<file path="src/rtl/psg_pkg.sv">
`timescale 1ns / 1ps
// ----------------------------------------------------------------------------
// psg_pkg
// Types, bus codes and register masks shared by the PSG bus interface.
// ----------------------------------------------------------------------------
package psg_pkg;

	localparam int REG_COUNT = 16;
	localparam int REG_IDX_W = $clog2(REG_COUNT);

	localparam logic [REG_IDX_W-1:0] MIXER_REG  = REG_IDX_W'(7);
	localparam logic [REG_IDX_W-1:0] PORT_A_REG = REG_IDX_W'(14);
	localparam logic [REG_IDX_W-1:0] PORT_B_REG = REG_IDX_W'(15);

	localparam int MIX_DIR_A_BIT = 6;
	localparam int MIX_DIR_B_BIT = 7;

	// BDIR/BC2/BC1 encodings
	localparam logic [2:0] BUS_LATCH_BC1  = 3'd1;
	localparam logic [2:0] BUS_LATCH_BDIR = 3'd4;
	localparam logic [2:0] BUS_LATCH_ALL  = 3'd7;
	localparam logic [2:0] BUS_READ       = 3'd3;
	localparam logic [2:0] BUS_WRITE      = 3'd6;

	localparam logic [1:0] CHIP_AY       = 2'd0;
	localparam logic [1:0] CHIP_AY8912   = 2'd1;
	localparam logic [1:0] CHIP_YMZ284   = 2'd2;
	localparam logic [1:0] CHIP_RESET    = CHIP_AY8912;

	localparam logic [7:0] BYTE_ONES = 8'hff;

	typedef struct packed {
		logic [2:0] bus_control;
		logic [7:0] data_bus;
		logic [7:0] port_a_pins;
		logic [7:0] port_b_pins;
	} in_item_t;

	typedef struct packed {
		logic [7:0]           read_data;
		logic [7:0]           port_a_drive;
		logic [7:0]           port_b_drive;
		logic                 audio_write;
		logic [REG_IDX_W-1:0] audio_register;
		logic [7:0]           audio_value;
	} out_item_t;

	// register file update request from the decoder
	typedef struct packed {
		logic                 latch_en;
		logic [7:0]           latch_addr;
		logic                 wr_en;
		logic [REG_IDX_W-1:0] wr_idx;
		logic [7:0]           wr_val;
	} wr_req_t;

	typedef struct packed {
		logic [REG_COUNT-1:0][7:0] regs;
		logic [7:0]                sel_addr;
		logic [1:0]                chip_type;
	} psg_state_t;

	function automatic logic [7:0] reg_mask(input logic [REG_IDX_W-1:0] idx);
		logic [7:0] m;
		unique case (idx)
			4'd1, 4'd3, 4'd5, 4'd13:  m = 8'h0f;
			4'd6, 4'd8, 4'd9, 4'd10:  m = 8'h1f;
			default:                  m = 8'hff;
		endcase
		return m;
	endfunction

endpackage

</file>
<file path="src/rtl/psg_stream_if.sv">
`timescale 1ns / 1ps
// ----------------------------------------------------------------------------
// psg_stream_if
// Valid/ready channel carrying one item of a given payload type.
// ----------------------------------------------------------------------------
interface psg_stream_if #(parameter type T = logic);
	logic valid;
	logic ready;
	T     payload;

	modport source (output valid, output payload, input ready);
	modport sink   (input valid, input payload, output ready);
endinterface

</file>
<file path="src/rtl/psg_register_bus_interface_top.sv">
`timescale 1ns / 1ps
// ----------------------------------------------------------------------------
// psg_register_bus_interface_top
// PSG bus interface: one bus cycle in, one result with read byte, port drive
// levels and audio register write out.
// Pipeline: input register, then result register, from accept to result.
// Throughput: 1 item per cycle while the output accepts results, set by the single
// decode stage; the result register lets a new item enter while a finished result waits.
// Reset: registers and selected address clear to zero, chip type to AY8912.
// ----------------------------------------------------------------------------
module psg_register_bus_interface_top
	import psg_pkg::*;
(
	input  logic         clk,
	input  logic         arst_n,
	psg_stream_if.sink   in_ch,
	psg_stream_if.source out_ch,
	psg_stream_if.sink   cfg_ch
);

	logic       valid_s1, valid_s2;
	in_item_t   item_s1;
	out_item_t  result_s2;
	logic       advance;
	psg_state_t state;
	wr_req_t    req;
	out_item_t  result;

	assign advance      = valid_s1 && (!valid_s2 || out_ch.ready);
	assign in_ch.ready  = !valid_s1 || advance;
	assign cfg_ch.ready = 1'b1;

	always_ff @(posedge clk or negedge arst_n) begin
		if (!arst_n) begin
			valid_s1 <= 1'b0;
			valid_s2 <= 1'b0;
		end else begin
			if (in_ch.ready) begin
				valid_s1 <= in_ch.valid;
			end
			if (advance) begin
				valid_s2 <= 1'b1;
			end else if (out_ch.ready) begin
				valid_s2 <= 1'b0;
			end
		end
	end

	always_ff @(posedge clk) begin
		if (in_ch.valid && in_ch.ready) begin
			item_s1 <= in_ch.payload;
		end
		if (advance) begin
			result_s2 <= result;
		end
	end

	psg_regs u_regs (
		.clk      (clk),
		.arst_n   (arst_n),
		.upd_en   (advance),
		.req      (req),
		.cfg_we   (cfg_ch.valid && cfg_ch.ready),
		.cfg_data (cfg_ch.payload),
		.state    (state)
	);

	psg_decode u_decode (
		.item   (item_s1),
		.state  (state),
		.req    (req),
		.result (result)
	);

	assign out_ch.valid   = valid_s2;
	assign out_ch.payload = result_s2;

	a_audio_reg_range: assert property (@(posedge clk) disable iff (!arst_n)
		out_ch.valid && out_ch.payload.audio_write
		|-> out_ch.payload.audio_register != PORT_A_REG
		&& out_ch.payload.audio_register != PORT_B_REG)
		else $error("audio write to a port register");

	a_audio_idle_zero: assert property (@(posedge clk) disable iff (!arst_n)
		out_ch.valid && !out_ch.payload.audio_write
		|-> out_ch.payload.audio_register == '0 && out_ch.payload.audio_value == 8'h00)
		else $error("audio fields not zero without audio write");

	a_stall_full: assert property (@(posedge clk) disable iff (!arst_n)
		!in_ch.ready |-> valid_s1 && valid_s2 && !out_ch.ready)
		else $error("input stalled while pipeline has room");

	a_write_only_on_advance: assert property (@(posedge clk) disable iff (!arst_n)
		valid_s1 && !advance |=> valid_s1 && $stable(item_s1))
		else $error("stalled input stage lost its item");

endmodule

</file>
<file path="src/rtl/psg_regs.sv">
`timescale 1ns / 1ps
// ----------------------------------------------------------------------------
// psg_regs
// Register file, selected address and chip type register.
// ----------------------------------------------------------------------------
module psg_regs
	import psg_pkg::*;
(
	input  logic       clk,
	input  logic       arst_n,
	input  logic       upd_en,
	input  wr_req_t    req,
	input  logic       cfg_we,
	input  logic [1:0] cfg_data,
	output psg_state_t state
);

	logic [REG_COUNT-1:0][7:0] regs_q;
	logic [7:0]                sel_addr_q;
	logic [1:0]                chip_type_q;

	always_ff @(posedge clk or negedge arst_n) begin
		if (!arst_n) begin
			regs_q      <= '0;
			sel_addr_q  <= '0;
			chip_type_q <= CHIP_RESET;
		end else begin
			if (upd_en && req.latch_en) begin
				sel_addr_q <= req.latch_addr;
			end
			if (upd_en && req.wr_en) begin
				regs_q[req.wr_idx] <= req.wr_val;
			end
			if (cfg_we) begin
				chip_type_q <= cfg_data;
			end
		end
	end

	assign state.regs      = regs_q;
	assign state.sel_addr  = sel_addr_q;
	assign state.chip_type = chip_type_q;

endmodule

</file>
<file path="src/rtl/psg_decode.sv">
`timescale 1ns / 1ps
// ----------------------------------------------------------------------------
// psg_decode
// Bus cycle decode: latch/read/write handling, port mix and drive levels.
// ----------------------------------------------------------------------------
module psg_decode
	import psg_pkg::*;
(
	input  in_item_t   item,
	input  psg_state_t state,
	output wr_req_t    req,
	output out_item_t  result
);

	logic                 is_latch, is_read, is_write;
	logic                 addr_ok;
	logic [REG_IDX_W-1:0] idx;
	logic [7:0]           wr_val;
	logic [7:0]           r7_n, r14_n, r15_n;
	logic [7:0]           m_a, m_b;
	logic [7:0]           rd_port_m, pins, rd_val;
	logic                 port_b_sel;

	always_comb begin
		is_latch = 1'b0;
		is_read  = 1'b0;
		is_write = 1'b0;
		unique case (item.bus_control)
			BUS_LATCH_BC1, BUS_LATCH_BDIR, BUS_LATCH_ALL: is_latch = 1'b1;
			BUS_READ:                                     is_read  = 1'b1;
			BUS_WRITE:                                    is_write = 1'b1;
			default:                                      ;
		endcase
	end

	assign addr_ok = (state.sel_addr[7:REG_IDX_W] == '0);
	assign idx     = state.sel_addr[REG_IDX_W-1:0];
	assign wr_val  = item.data_bus & reg_mask(idx);

	assign req.latch_en   = is_latch;
	assign req.latch_addr = item.data_bus;
	assign req.wr_en      = is_write && addr_ok;
	assign req.wr_idx     = idx;
	assign req.wr_val     = wr_val;

	// drive levels reflect this cycle's write
	assign r7_n  = (req.wr_en && idx == MIXER_REG)  ? wr_val : state.regs[MIXER_REG];
	assign r14_n = (req.wr_en && idx == PORT_A_REG) ? wr_val : state.regs[PORT_A_REG];
	assign r15_n = (req.wr_en && idx == PORT_B_REG) ? wr_val : state.regs[PORT_B_REG];
	assign m_a   = r7_n[MIX_DIR_A_BIT] ? 8'h00 : BYTE_ONES;
	assign m_b   = r7_n[MIX_DIR_B_BIT] ? 8'h00 : BYTE_ONES;

	// read path, uses state before this cycle
	assign port_b_sel = (idx == PORT_B_REG);
	assign rd_port_m  = state.regs[MIXER_REG][port_b_sel ? MIX_DIR_B_BIT : MIX_DIR_A_BIT]
		? 8'h00 : BYTE_ONES;

	always_comb begin
		if (!port_b_sel) begin
			pins = item.port_a_pins;
		end else if (state.chip_type == CHIP_AY8912) begin
			pins = BYTE_ONES;
		end else begin
			pins = item.port_b_pins;
		end
	end

	always_comb begin
		priority if (!addr_ok) begin
			rd_val = BYTE_ONES;
		end else if (idx != PORT_A_REG && idx != PORT_B_REG) begin
			rd_val = state.regs[idx] & reg_mask(idx);
		end else if (state.chip_type == CHIP_YMZ284) begin
			rd_val = BYTE_ONES;
		end else begin
			rd_val = (pins & rd_port_m) | (state.regs[idx] & pins & ~rd_port_m);
		end
	end

	assign result.read_data      = is_read ? rd_val : BYTE_ONES;
	assign result.port_a_drive   = m_a | (r14_n & ~m_a);
	assign result.port_b_drive   = m_b | (r15_n & ~m_b);
	assign result.audio_write    = req.wr_en && (idx < PORT_A_REG);
	assign result.audio_register = result.audio_write ? idx : '0;
	assign result.audio_value    = result.audio_write ? wr_val : 8'h00;

endmodule

</file>
<file path="src/flat_wrapper.sv">
// flat-port wrapper written by rule: the top's interface ports become plain ports
module psg_register_bus_interface_top_flat import psg_pkg::*;
  (clk, arst_n, in_ch_valid, in_ch_payload, in_ch_ready, out_ch_valid, out_ch_payload, out_ch_ready, cfg_ch_valid, cfg_ch_payload, cfg_ch_ready);
  psg_stream_if #(.T(in_item_t)) in_ch_i ();
  psg_stream_if #(.T(out_item_t)) out_ch_i ();
  psg_stream_if #(.T(logic [1:0])) cfg_ch_i ();
  input  logic clk;
  input  logic arst_n;
  input wire logic [$bits(in_ch_i.valid)-1:0] in_ch_valid;
  input wire logic [$bits(in_ch_i.payload)-1:0] in_ch_payload;
  output wire logic [$bits(in_ch_i.ready)-1:0] in_ch_ready;
  output wire logic [$bits(out_ch_i.valid)-1:0] out_ch_valid;
  output wire logic [$bits(out_ch_i.payload)-1:0] out_ch_payload;
  input wire logic [$bits(out_ch_i.ready)-1:0] out_ch_ready;
  input wire logic [$bits(cfg_ch_i.valid)-1:0] cfg_ch_valid;
  input wire logic [$bits(cfg_ch_i.payload)-1:0] cfg_ch_payload;
  output wire logic [$bits(cfg_ch_i.ready)-1:0] cfg_ch_ready;
  assign in_ch_i.valid = in_ch_valid;
  assign in_ch_i.payload = in_ch_payload;
  assign in_ch_ready = in_ch_i.ready;
  assign out_ch_valid = out_ch_i.valid;
  assign out_ch_payload = out_ch_i.payload;
  assign out_ch_i.ready = out_ch_ready;
  assign cfg_ch_i.valid = cfg_ch_valid;
  assign cfg_ch_i.payload = cfg_ch_payload;
  assign cfg_ch_ready = cfg_ch_i.ready;
  psg_register_bus_interface_top u_core (.clk(clk), .arst_n(arst_n), .in_ch(in_ch_i), .out_ch(out_ch_i), .cfg_ch(cfg_ch_i));
endmodule
</file>
<file path="config.mk">
export PLATFORM = sky130hd
export DESIGN_NAME = psg_register_bus_interface_top_flat
export DESIGN_NICKNAME = d
export VERILOG_FILES = /design/src/rtl/psg_pkg.sv /design/src/rtl/psg_stream_if.sv /design/src/rtl/psg_register_bus_interface_top.sv /design/src/rtl/psg_regs.sv /design/src/rtl/psg_decode.sv /design/src/flat_wrapper.sv
export SDC_FILE = /design/constraint.sdc
export NUM_CORES = 1
export LEC_CHECK = 0
export BUFFER_PORTS_ARGS = -buffer_cell sky130_fd_sc_hd__buf_2
export CORE_MARGIN = 4
export CORE_UTILIZATION = 30
export CTS_CLUSTER_SIZE = 28
export DETAILED_ROUTE_END_ITERATION = 7
export PLACE_DENSITY = 0.59
export RECOVER_POWER = 50
export SKIP_LAST_GASP = 1
export SYNTH_ARGS = -nofsm -noshare
export SYNTH_HDL_FRONTEND = slang
export SYNTH_SLANG_ARGS = --single-unit
</file>
<file path="constraint.sdc">
create_clock -name clk -period 2.83 [get_ports clk]
set_input_delay 0.4245 -clock clk [delete_from_list [all_inputs] [get_ports clk]]
set_output_delay 0.4245 -clock clk [all_outputs]
set_load 0.03 [all_outputs]
</file>
==> impl_metrics.env <==
export IMPL_postSynth_asyncResetShare_pct=68.6
export IMPL_cts_max_path_buffers=3
export IMPL_arrival_ps=2730
export IMPL_gr_usage_all_layers_pct=12.9
export IMPL_drv_slew=89
export IMPL_start_kind="flip-flop"
export IMPL_number_of_levels_in_the_clock_h_tree=1
export IMPL_clock_skew_final_ps=19.5
export IMPL_finalCriticalPeriod_ps=2350
export IMPL_clock_sinks=204
export IMPL_final_nets=719
export IMPL_via_count_of_the_first_global_routing_pass=5449
export IMPL_top_level_ports=74
export IMPL_die_span_in_y_um=182
export IMPL_max_stage_delay_ps=580
export IMPL_wl_per_cell_um=19.6
export IMPL_diodes_inserted=0
export IMPL_clock_latency_on_the_worst_skew_pair_ps=510
export IMPL_vias_per_cell=4.90
export IMPL_synthesis_nets=633
export IMPL_worstMarginPinSlew_ps=1680
export IMPL_leakage_nw=4.56
export IMPL_layout_area_overhead_vs_synth_pct=16.7
export IMPL_fp_coreArea_um2=29800
export IMPL_yosysUniqueCellTypes=51
export IMPL_slowest_stage="or4b_4"
export IMPL_ys_seq_area_share_pct=59.7
export IMPL_power_per_cell_area_nw_per_um2=668
export IMPL_run_status="finished, violations left"
export IMPL_syn_instance_count=594
export IMPL_synth_area_per_cell_um2=15.3
export IMPL_synth_top_area_share_pct=38.3
export IMPL_timing_critical_path_to_type="flip-flop"
export IMPL_initial_antenna_violation_count=0
export IMPL_report_final_setup_viol=0
export IMPL_global_route_overflow_total=0
export IMPL_dp_slack_ps=474
export IMPL_synth_most_common_cell="dfrtp_1"
export IMPL_synth_main_ff_cell="dfrtp_1"
export IMPL_violations="max-capacitance violations, max-slew violations"
export IMPL_maximum_number_of_pins_on_one_net_before_global_route_repair=63
export IMPL_criticalPathCategory="flip-flop to flip-flop"
export IMPL_synth_top_area_cell="dfrtp_1"
export IMPL_place_gp_congestion=0.857
export IMPL_worst_ep_required_time_ps=3210
export IMPL_rrSetupSlack_ps=480
export IMPL_timing_critical_path_cells="buf_4 -> ha_1 -> inv_1 -> or4b_4 -> nor2_8 -> mux2_2"
export IMPL_path_clk_slew_ps=60
export IMPL_clock_tree_from_tritoncts="done"
export IMPL_number_of_enable_type_register_cells_in_the_synthesized_netlist=64
export IMPL_worstHoldPathType="input pin to flip-flop"
export IMPL_fraction_of_layout_instances_using_a_drive_strength_above_1_pct=39.4
export IMPL_vias=5316
export IMPL_drt_total_wl_mm=21.3
export IMPL_drc_marker_count_from_the_first_detailed_route_iteration=375
export IMPL_dieArea_um2=33200
export IMPL_yosys_warnings=0
export IMPL_peakVddDrop_mv=0.424
export IMPL_synth_ff_latch_count=204
export IMPL_dp_final_hpwl_mm=14.5
export IMPL_synth_area_um2=9090
export IMPL_minimum_setup_slack_in_the_final_design_ps=483
export IMPL_fin_crit_sh_pct=82.9
export IMPL_max_cap_violations=2
export IMPL_rsz0062_at_grt="false"
export IMPL_grt_pass1_wl_mm=33.3
export IMPL_io_buffers=72
export IMPL_ant_nets=0
export IMPL_totalNegativeSetupSlack_ps=0
export IMPL_cts_buffers=21
export IMPL_drtPass1Iterations=4
export IMPL_floorplan_initialDensity_pct=30.5
export IMPL_remaining_drc_errors=0
export IMPL_leading_cell_types_by_count_after_synthesis="dfrtp_1, mux2_2, edfxtp_1"
export IMPL_number_of_endpoints_with_negative_hold_slack_in_the_final_report=0
export IMPL_critical_path_top_delay_family="simple AND/OR/NAND/NOR gates"
export IMPL_ys_top_cells_by_area="dfrtp_1, edfxtp_1, mux2_2, mux4_2, nand2_1"
export IMPL_cts_root_buf="clkbuf_16"
export IMPL_timing_max_slew_rel_slack_pct=-12.0
export IMPL_rows=63
export IMPL_critical_path_buf_inv_count=2
export IMPL_die_width_um=182
export IMPL_achievable_frequency_ghz=0.426
export IMPL_critical_path_peak_fanout=15
-- flip-flops by register name, summed over array words and instances (netlist names) --
name and flops:
u_core.out_ch.payload 37, u_core.valid_s1 1, u_core.u_regs.sel_addr_q 8, u_core.u_regs.chip_type_q 2, u_core.item_s1 27, u_core.out_ch.valid 1
u_core.u_regs.state 128
-- timing repair --
action / CTS / global route
hold endpoints to repair: 59 / 0
resized for setup: 0 / 0
setup buffers: 0 / 0
hold buffers: 1 / 0
-- layer usage --
metal	track usage [%]	up-vias	wire length [µm]
li1	-	2392	-
met1	18.2	2770	9730
met2	20.6	118	9930
met3	2.07	36	1030
met4	3.66	0	570
met5	0	-	0
-- final timing paths --
check | start | endpoint | cells after the start
setup / recovery | u_core.u_regs.sel_addr_q[0]$_DFFE_PN0P_ | u_core.u_regs.state[70]$_DFFE_PN0P_ | 6
hold / removal | in_ch_payload[9] | u_core.item_s1[9]$_DFFE_PP_ | 1
setup reg to reg | u_core.u_regs.sel_addr_q[0]$_DFFE_PN0P_ | u_core.u_regs.state[70]$_DFFE_PN0P_ | 6
hold reg to reg | u_core.u_regs.state[118]$_DFFE_PN0P_ | u_core.u_regs.state[118]$_DFFE_PN0P_ | 1
max in group asynchronous | arst_n | u_core.u_regs.state[45]$_DFFE_PN0P_ | 3
min in group asynchronous | arst_n | u_core.u_regs.state[22]$_DFFE_PN0P_ | 2
-- through the flow --
stage          hold WS (ps)  utilization [%]  instance area, µm²  std cells  power [mW]
2_1_floorplan           129                -                9090        594        4.12
3_3_place_gp            461             33.6               10000       1046        4.56
3_5_place_dp            457             33.6               10000       1046        4.56
4_1_cts                72.5             35.7               10700       1085        7.19
5_1_grt                69.3             35.6               10600       1085        7.40
6_report               87.6             35.6               10600       1085        7.09
-- report_power, final --
group / internal [mW] / switching (mW)
sequential: 3.20 / 0.135
clock: 1.46 / 1.14
combinational: 0.451 / 0.704
total: 5.12 / 1.98
-- layout by cell type (no fill, tap or decap), types with 4 or more instances in the layout --
master     count
inv_1          5
nand2_1       43
ha_1           5
mux4_2        36
or3_1          4
mux2_1        12
mux2i_1       12
buf_4         20
buf_2         45
a22oi_1        4
a21oi_1        9
clkbuf_1      32
dfrtp_1      138
nand3_1        8
mux2_2       120
o21ai_0       18
clkbuf_16     21
a211oi_1       4
o211ai_2       8
edfxtp_1      64
and2_1        15
nor2b_1        5
nor2_1        10
clkinv_2       5
a2bb2oi_1      4
-- worst reg2reg max path, delay by kind of cell (launching register included) --
kind                       cells  cell delay, ps
DFF                            1             390
and+or+nand+nor                2             770
adders and majority gates      1             330
muxes                          1             360
buffers and inverters          2             370
-- kinds of logic after synthesis --
logic type	after synthesis	share of synthesized area, %
mux	182	26.9
compound gates	53	4.06
flops	204	59.7
other cells	1	0.0412
fa+ha+maj	5	0.688
simple gates	108	6.65
buf+inv	39	1.76
xor+xnor	2	0.193
-- cell type report --
cell class,instances,area [µm²]
fill,2858,19200
clock buffer,26,544
clock inverter,12,90.1
timing repair buffer,96,532
multi-input combinational,351,3500
inverter,6,22.5
sequential,204,5430
tap,390,488
No activity file was read; power rests on OpenSTA's default activity.
